`src/rtl/gpeg_pkg.sv`:
```
`timescale 1ns / 1ps
package gpeg_pkg;
    typedef enum logic [1:0] {
        ST_IDLE,
        ST_RUN,
        ST_DONE
    } t_state;

    typedef struct packed {
        logic sub;
        logic swap;
        logic up;
        logic down;
    } t_ctl;
endpackage

```
`src/rtl/gpeg_cell.sv`:
```
`timescale 1ns / 1ps
module gpeg_cell
    import gpeg_pkg::*;
(
    input  logic i_clk,
    input  logic i_load,
    input  logic i_r_in,
    input  logic i_s_in,
    input  logic i_t_in,
    input  logic i_u_in,
    input  logic i_v_in,
    input  logic i_w_in,
    input  logic i_u_lo,
    input  logic i_v_lo,
    input  logic i_w_lo,
    input  logic i_u_hi,
    input  logic i_v_hi,
    input  logic i_w_hi,
    input  t_ctl i_ctl,
    output logic o_r,
    output logic o_s,
    output logic o_t,
    output logic o_u,
    output logic o_v,
    output logic o_w
);
    logic r_r, r_s, r_t, r_u, r_v, r_w;
    logic n_r, n_s, n_t, n_u, n_v, n_w;
    logic x_r, x_s, x_t;

    always_comb begin
        x_r = r_r ^ (i_ctl.sub & r_u);
        x_s = r_s ^ (i_ctl.sub & r_v);
        x_t = r_t ^ (i_ctl.sub & r_w);
        n_r = x_r;
        n_s = x_s;
        n_t = x_t;
        n_u = r_u;
        n_v = r_v;
        n_w = r_w;
        if (i_ctl.swap) begin
            n_r = r_u;
            n_s = r_v;
            n_t = r_w;
            n_u = x_r;
            n_v = x_s;
            n_w = x_t;
        end else if (i_ctl.up) begin
            n_u = i_u_lo;
            n_v = i_v_lo;
            n_w = i_w_lo;
        end else if (i_ctl.down) begin
            n_u = i_u_hi;
            n_v = i_v_hi;
            n_w = i_w_hi;
        end
    end

    always_ff @(posedge i_clk) begin
        if (i_load) begin
            r_r <= i_r_in;
            r_s <= i_s_in;
            r_t <= i_t_in;
            r_u <= i_u_in;
            r_v <= i_v_in;
            r_w <= i_w_in;
        end else begin
            r_r <= n_r;
            r_s <= n_s;
            r_t <= n_t;
            r_u <= n_u;
            r_v <= n_v;
            r_w <= n_w;
        end
    end

    assign o_r = r_r;
    assign o_s = r_s;
    assign o_t = r_t;
    assign o_u = r_u;
    assign o_v = r_v;
    assign o_w = r_w;
endmodule

```
`src/rtl/gf2_poly_extended_gcd.sv`:
```
`timescale 1ns / 1ps
// channel   dir  tdata fields (low bit up)
// s_axis    in   a_poly, b_poly
// m_axis    out  gcd_poly, s_coef, t_coef
// A row of POLY_BITS cells holds r0,s0,t0 and r1,s1,t1, one coefficient per cell.
// Each step shifts the divisor pair up a place, or subtracts it where the degrees match and
// shifts it down a place, or swaps the pairs once a division ends: at most 3*POLY_BITS-2 steps.
// Once the last step leaves the divisor at zero, the result is registered from the row when
// the output is free, else the block waits in ST_DONE; it takes a new item only in ST_IDLE.
// Synchronous active-low reset clears control; a stalled result holds the row.
module gf2_poly_extended_gcd
    import gpeg_pkg::*;
#(
    parameter int POLY_BITS = 9
) (
    input  logic                                      i_clk,
    input  logic                                      i_rst_n,
    input  logic                                      s_axis_tvalid,
    output logic                                      s_axis_tready,
    input  logic [((2 * POLY_BITS + 7) / 8) * 8 - 1:0] s_axis_tdata,  // a_poly, b_poly
    output logic                                      m_axis_tvalid,
    input  logic                                      m_axis_tready,
    output logic [((3 * POLY_BITS + 7) / 8) * 8 - 1:0] m_axis_tdata   // gcd_poly, s_coef, t_coef
);
    localparam int P = POLY_BITS;
    localparam int DW_OUT = ((3 * P + 7) / 8) * 8;
    localparam int KW = $clog2(P);

    function automatic logic [KW-1:0] deg(input logic [P-1:0] p);
        logic [KW-1:0] d;
        d = '0;
        for (int i = 0; i < P; i++) if (p[i]) d = KW'(i);
        return d;
    endfunction

    t_state r_state, n_state;
    logic load;
    logic done;
    logic free;
    t_ctl ctl;
    logic [KW-1:0] r_k, n_k;
    logic r_oval;
    logic [P-1:0] a_in, b_in;
    logic [P-1:0] cell_r, cell_s, cell_t, cell_u, cell_v, cell_w;
    logic [P-1:0] u_up, v_up, w_up, u_dn, v_dn, w_dn;
    logic [P-1:0] r_gcd, r_sc, r_tc;
    logic [KW-1:0] deg_r, deg_u;
    logic nz_r, nz_u;

    assign a_in = s_axis_tdata[P-1:0];
    assign b_in = s_axis_tdata[2*P-1:P];
    assign u_up = cell_u << 1;
    assign v_up = cell_v << 1;
    assign w_up = cell_w << 1;
    assign u_dn = cell_u >> 1;
    assign v_dn = cell_v >> 1;
    assign w_dn = cell_w >> 1;
    assign free = !r_oval || m_axis_tready;

    always_comb begin
        deg_r = deg(cell_r);
        deg_u = deg(cell_u);
        nz_r = |cell_r;
        nz_u = |cell_u;
    end

    for (genvar g = 0; g < P; g++) begin : g_cell
        gpeg_cell u_cell (
            .i_clk  (i_clk),
            .i_load (load),
            .i_r_in (a_in[g]),
            .i_s_in ((g == 0) ? 1'b1 : 1'b0),
            .i_t_in (1'b0),
            .i_u_in (b_in[g]),
            .i_v_in (1'b0),
            .i_w_in ((g == 0) ? 1'b1 : 1'b0),
            .i_u_lo (u_up[g]),
            .i_v_lo (v_up[g]),
            .i_w_lo (w_up[g]),
            .i_u_hi (u_dn[g]),
            .i_v_hi (v_dn[g]),
            .i_w_hi (w_dn[g]),
            .i_ctl  (ctl),
            .o_r    (cell_r[g]),
            .o_s    (cell_s[g]),
            .o_t    (cell_t[g]),
            .o_u    (cell_u[g]),
            .o_v    (cell_v[g]),
            .o_w    (cell_w[g])
        );
    end

    always_comb begin
        n_state = r_state;
        case (r_state)
            ST_IDLE: if (s_axis_tvalid) n_state = ST_RUN;
            ST_RUN: begin
                if (!nz_u) n_state = free ? ST_IDLE : ST_DONE;
            end
            ST_DONE: if (free) n_state = ST_IDLE;
            default: n_state = ST_IDLE;
        endcase
    end

    always_comb begin
        s_axis_tready = 1'b0;
        load = 1'b0;
        done = 1'b0;
        ctl = '0;
        n_k = r_k;
        case (r_state)
            ST_IDLE: begin
                s_axis_tready = 1'b1;
                load = s_axis_tvalid;
                n_k = '0;
            end
            ST_RUN: begin
                if (!nz_u) begin
                    done = free;
                end else if (nz_r && (deg_r > deg_u)) begin
                    ctl.up = 1'b1;
                    n_k = r_k + KW'(1);
                end else begin
                    ctl.sub = nz_r && (deg_r == deg_u);
                    if (r_k != '0) begin
                        ctl.down = 1'b1;
                        n_k = r_k - KW'(1);
                    end else begin
                        ctl.swap = 1'b1;
                    end
                end
            end
            ST_DONE: done = free;
            default: ;
        endcase
    end

    always_ff @(posedge i_clk) begin
        if (!i_rst_n) begin
            r_state <= ST_IDLE;
            r_k <= '0;
            r_oval <= 1'b0;
        end else begin
            r_state <= n_state;
            r_k <= n_k;
            if (done) r_oval <= 1'b1;
            else if (m_axis_tready) r_oval <= 1'b0;
        end
    end

    always_ff @(posedge i_clk) begin
        if (done) begin
            r_gcd <= cell_r;
            r_sc <= cell_s;
            r_tc <= cell_t;
        end
    end

    assign m_axis_tvalid = r_oval;
    assign m_axis_tdata = DW_OUT'({r_tc, r_sc, r_gcd});

    property p_hold;
        @(posedge i_clk) disable iff (!i_rst_n)
        m_axis_tvalid && !m_axis_tready |=> $stable(m_axis_tdata);
    endproperty
    a_hold: assert property (p_hold) else $error("result changed under stall");

    property p_keep;
        @(posedge i_clk) disable iff (!i_rst_n)
        m_axis_tvalid && !m_axis_tready |=> m_axis_tvalid;
    endproperty
    a_keep: assert property (p_keep) else $error("result dropped under stall");

    property p_start;
        @(posedge i_clk) disable iff (!i_rst_n)
        s_axis_tvalid && s_axis_tready |=> !s_axis_tready;
    endproperty
    a_start: assert property (p_start) else $error("second item taken");
endmodule

```
`config.mk`:
```
export PLATFORM = sky130hd
export DESIGN_NAME = gf2_poly_extended_gcd
export DESIGN_NICKNAME = d
export VERILOG_FILES = /design/src/rtl/gpeg_pkg.sv /design/src/rtl/gpeg_cell.sv /design/src/rtl/gf2_poly_extended_gcd.sv
export SDC_FILE = /design/constraint.sdc
export NUM_CORES = 1
export LEC_CHECK = 0
export BUFFER_PORTS_ARGS = -buffer_cell sky130_fd_sc_hd__clkbuf_2
export CAP_MARGIN = 0
export CORE_ASPECT_RATIO = 1.4
export CORE_UTILIZATION = 24
export DETAILED_ROUTE_END_ITERATION = 16
export MAX_ROUTING_LAYER = met4
export SYNTH_ARGS = -nofsm -noshare
export SYNTH_HDL_FRONTEND = slang
export SYNTH_HIERARCHICAL = 1
export SYNTH_SLANG_ARGS = --single-unit
```
`constraint.sdc`:
```
create_clock -name i_clk -period 13.6 [get_ports i_clk]
set_input_delay 2.72 -clock i_clk [delete_from_list [all_inputs] [get_ports i_clk]]
set_output_delay 2.72 -clock i_clk [all_outputs]
set_load 0.03 [all_outputs]
```
==> flow_metrics.py <==
metrics = {
    "finish": {
        "layout-drive-gt1-share_pct": 18.9,
        "final_cell_mix": "nand2_1 (57), edfxtp_1 (54), clkbuf_2 (50)",
        "finalCoreUtilization_pct": 29.4,
        "nets": 672,
        "final_common_cell": "nand2_1",
        "fillers": 2241,
        "antenna_cells": 0,
        "area_growth_pct": 19.3,
    },
    "cts": {
        "insertion_delay_ns": 0.34,
        "hold_buffers": 0,
        "cts_root_buf": "clkbuf_16",
        "htreeDepth": 3,
        "tritoncts": "yes",
        "post_cts_buffers": 0,
        "clkTransAtPathRegs_ns": 0.06,
        "cts_sinks": 88,
        "post_cts_resize_count": 0,
        "clk_path_buf_depth": 2,
        "cts_made_buffers": 9,
    },
    "drt": {
        "wire_per_inst_um": 13.6,
        "drt_iter0_drc": 308,
        "wl_mm": 12.6,
        "ant_nets": 0,
        "first_pass_iters": 4,
        "drc": 0,
        "viasPerCell": 4.60,
        "vias": 4284,
    },
    "timing": {
        "finalCriticalPeriod_ns": 4.43,
        "fmaxAchievable_mhz": 226,
        "setup_viol": 0,
        "tns_ns": 0,
        "slew_violations": 0,
        "rsz0062_at_grt": "false",
        "hold_viol": 0,
        "tightestPinTransition_ns": 1.14,
        "max-slew-margin-rel_pct": 23.4,
        "finalClockSkew_ns": 0.00910,
        "min_period_over_period_pct": 32.6,
    },
    "power_and_ir_drop": {
        "ir_worst_vdd_mv": 0.0867,
        "switchingPower_mw": 0.512,
        "clkPwrFrac_pct": 18.4,
        "swShare_pct": 40.1,
        "power-per-cell-area_mw_per_mm2": 203,
        "pwr-share-comb_pct": 40.1,
        "power.leakage_nw": 2.38,
        "seqPwrFrac_pct": 41.5,
        "intPower_mw": 0.764,
    },
    "global_route": {
        "grt_remaining_overflow": 0,
        "grt_pass1_vias": 4055,
        "grt_max_degree": 67,
        "track_usage_pct": 11.9,
        "antenna_found_initial": 0,
        "grt_pass1_wl_mm": 20.5,
    },
    "flow_run": {
        "drv_cap": 0,
    },
    "die": {
        "die_w_um": 127,
        "rows": 63,
        "core_mm2": 0.0214,
        "start_util_pct": 24.6,
        "die_h_um": 177,
        "dieArea_mm2": 0.0225,
        "ios": 62,
    },
    "logic_synthesis": {
        "synthFlopType": "edfxtp_1",
        "async_reset_ff_share_pct": 0,
        "synth-warning-count": 6,
        "ys_types": 45,
        "synth-seq-cells": 88,
        "synth_edf_count": 54,
        "synthCells": 537,
        "avgSynthCellArea_um2": 9.80,
        "ys_seq_area_share_pct": 43.7,
        "syn-cell-area_mm2": 0.00527,
    },
    "critical_path": {
        "crit_fanout": 66,
        "end_kind": "flip-flop",
        "worstPathArrival_ns": 4.58,
        "rrSetupSlack_ns": 9.51,
        "worstPathRequired_ns": 13.75,
        "start_kind": "input port",
        "worstSetupPathType": "in -> reg",
    },
    "placed_design": {
        "gp_congestion": 0.745,
        "place.port_buffers": 50,
        "dp_hpwl_mm": 8.71,
    },
    "run_status": {
        "outcome": "completed",
    },
    "min_path": {
        "hp-class": "reg -> reg",
    },
}
## flip-flops by register name (all words and copies together) (netlist names)
register           flops
r_k                    4
g_cell.u_cell/o_t      9
m_axis_tvalid          1
r_state                2
g_cell.u_cell/o_w      9
r_gcd                  9
g_cell.u_cell/o_v      9
g_cell.u_cell/o_u      9
g_cell.u_cell/o_s      9
r_tc                   9
r_sc                   9
g_cell.u_cell/o_r      9
## worst max-delay path: stages
cell and delay (ns):
clkbuf_2 0.11, and2_4 0.58, buf_4 0.62, nor2_1 0.19, a221oi_1 0.30
## final cells by class
class | count | area [um2] | share of cell area (%)
multi-input combinational | 433 | 2880 | 45.8
sequential | 88 | 2300 | 36.6
inverter | 47 | 176 | 2.81
clock inverter | 5 | 32.5 | 0.518
timing repair buffer | 55 | 288 | 4.58
clock buffer | 11 | 243 | 3.86
tap | 292 | 365 | 5.82
## cell families (layout without fill, tap and decap cells)
family                     Yosys count  after routing  share of synthesized area, %
adders and majority gates           10             10                          2.52
AOI/OAI and AO/OA                  146            146                          23.7
DFF                                 88             88                          43.7
xor gates and xnor gates            21             21                          3.49
buffers and inverters               61            118                          5.35
and+or+nand+nor                    207            207                          20.7
other                                2             47                         0.143
muxes                                2              2                         0.380
## cells in the mapped netlist, types with 2 or more instances
cell	instances	area share [%]
and3_1	2	0.24
xor2_1	18	3.0
buf_4	14	2.0
a21oi_1	43	4.1
inv_1	47	3.4
nor3_1	8	0.76
or2_1	9	1.1
or4_2	9	1.5
ha_1	9	2.1
a2111oi_0	27	4.5
or2_2	11	1.3
nand2_1	57	4.1
nand3_1	11	1.0
nor2_1	41	2.9
nor4_2	2	0.48
dfxtp_1	34	13
conb_1	2	0.14
and2_1	2	0.24
nor3b_1	18	2.6
a21o_1	10	1.4
a221oi_1	27	4.5
o41ai_2	18	5.6
xnor2_1	3	0.50
o31ai_1	10	1.4
nor2b_1	31	3.7
edfxtp_1	54	31
mux2i_1	2	0.38
## layer usage
layer	vias up	part of all wire (%)	global-route usage (%)
li1	2173	-	-
met1	2017	45	14.5
met2	73	50	19.9
met3	21	2.7	1.21
met4	0	2.2	5.41
met5	-	0	-
## power groups by stage
| stage | Sequential, mW | Clock [mW] | Combinational, mW |
|---|---|---|---|
| 2_1_floorplan | 0.486 | 0 | 0.425 |
| 3_3_place_gp | 0.534 | 0 | 0.506 |
| 3_5_place_dp | 0.536 | 0 | 0.514 |
| 4_1_cts | 0.532 | 0.242 | 0.515 |
| 5_1_grt | 0.550 | 0.250 | 0.574 |
| 6_report | 0.530 | 0.234 | 0.512 |
## stage by stage
step                      instances  area (um2)  setup WS, ns  total power, mW  hold slack (ns)
final                           931        6280          9.17             1.28            0.506
after global routing            931        6280          9.00             1.37            0.515
after CTS                       931        6280          9.17             1.29            0.507
after detailed placement        915        6010          8.82             1.05            0.492
after global placement          915        6010          8.82             1.04            0.482
after floorplan                 582        5430          8.56            0.912            0.452
## path summary, 6_finish.rpt
| kind | startpoint | to | depth (start not counted) |
|---|---|---|---|
| worst min register to register | r_k[2]$_SDFFE_PN0P_ | r_k[2]$_SDFFE_PN0P_ | 2 |
| worst max-delay path | s_axis_tvalid | g_cell[7].u_cell/o_u$_DFFE_PP_ | 5 |
| worst min-delay path | r_k[2]$_SDFFE_PN0P_ | r_k[2]$_SDFFE_PN0P_ | 2 |
| worst max register to register | g_cell[2].u_cell/o_u$_DFFE_PP_ | g_cell[3].u_cell/o_v$_DFFE_PP_ | 14 |
(Power assumes the default switching activity.)
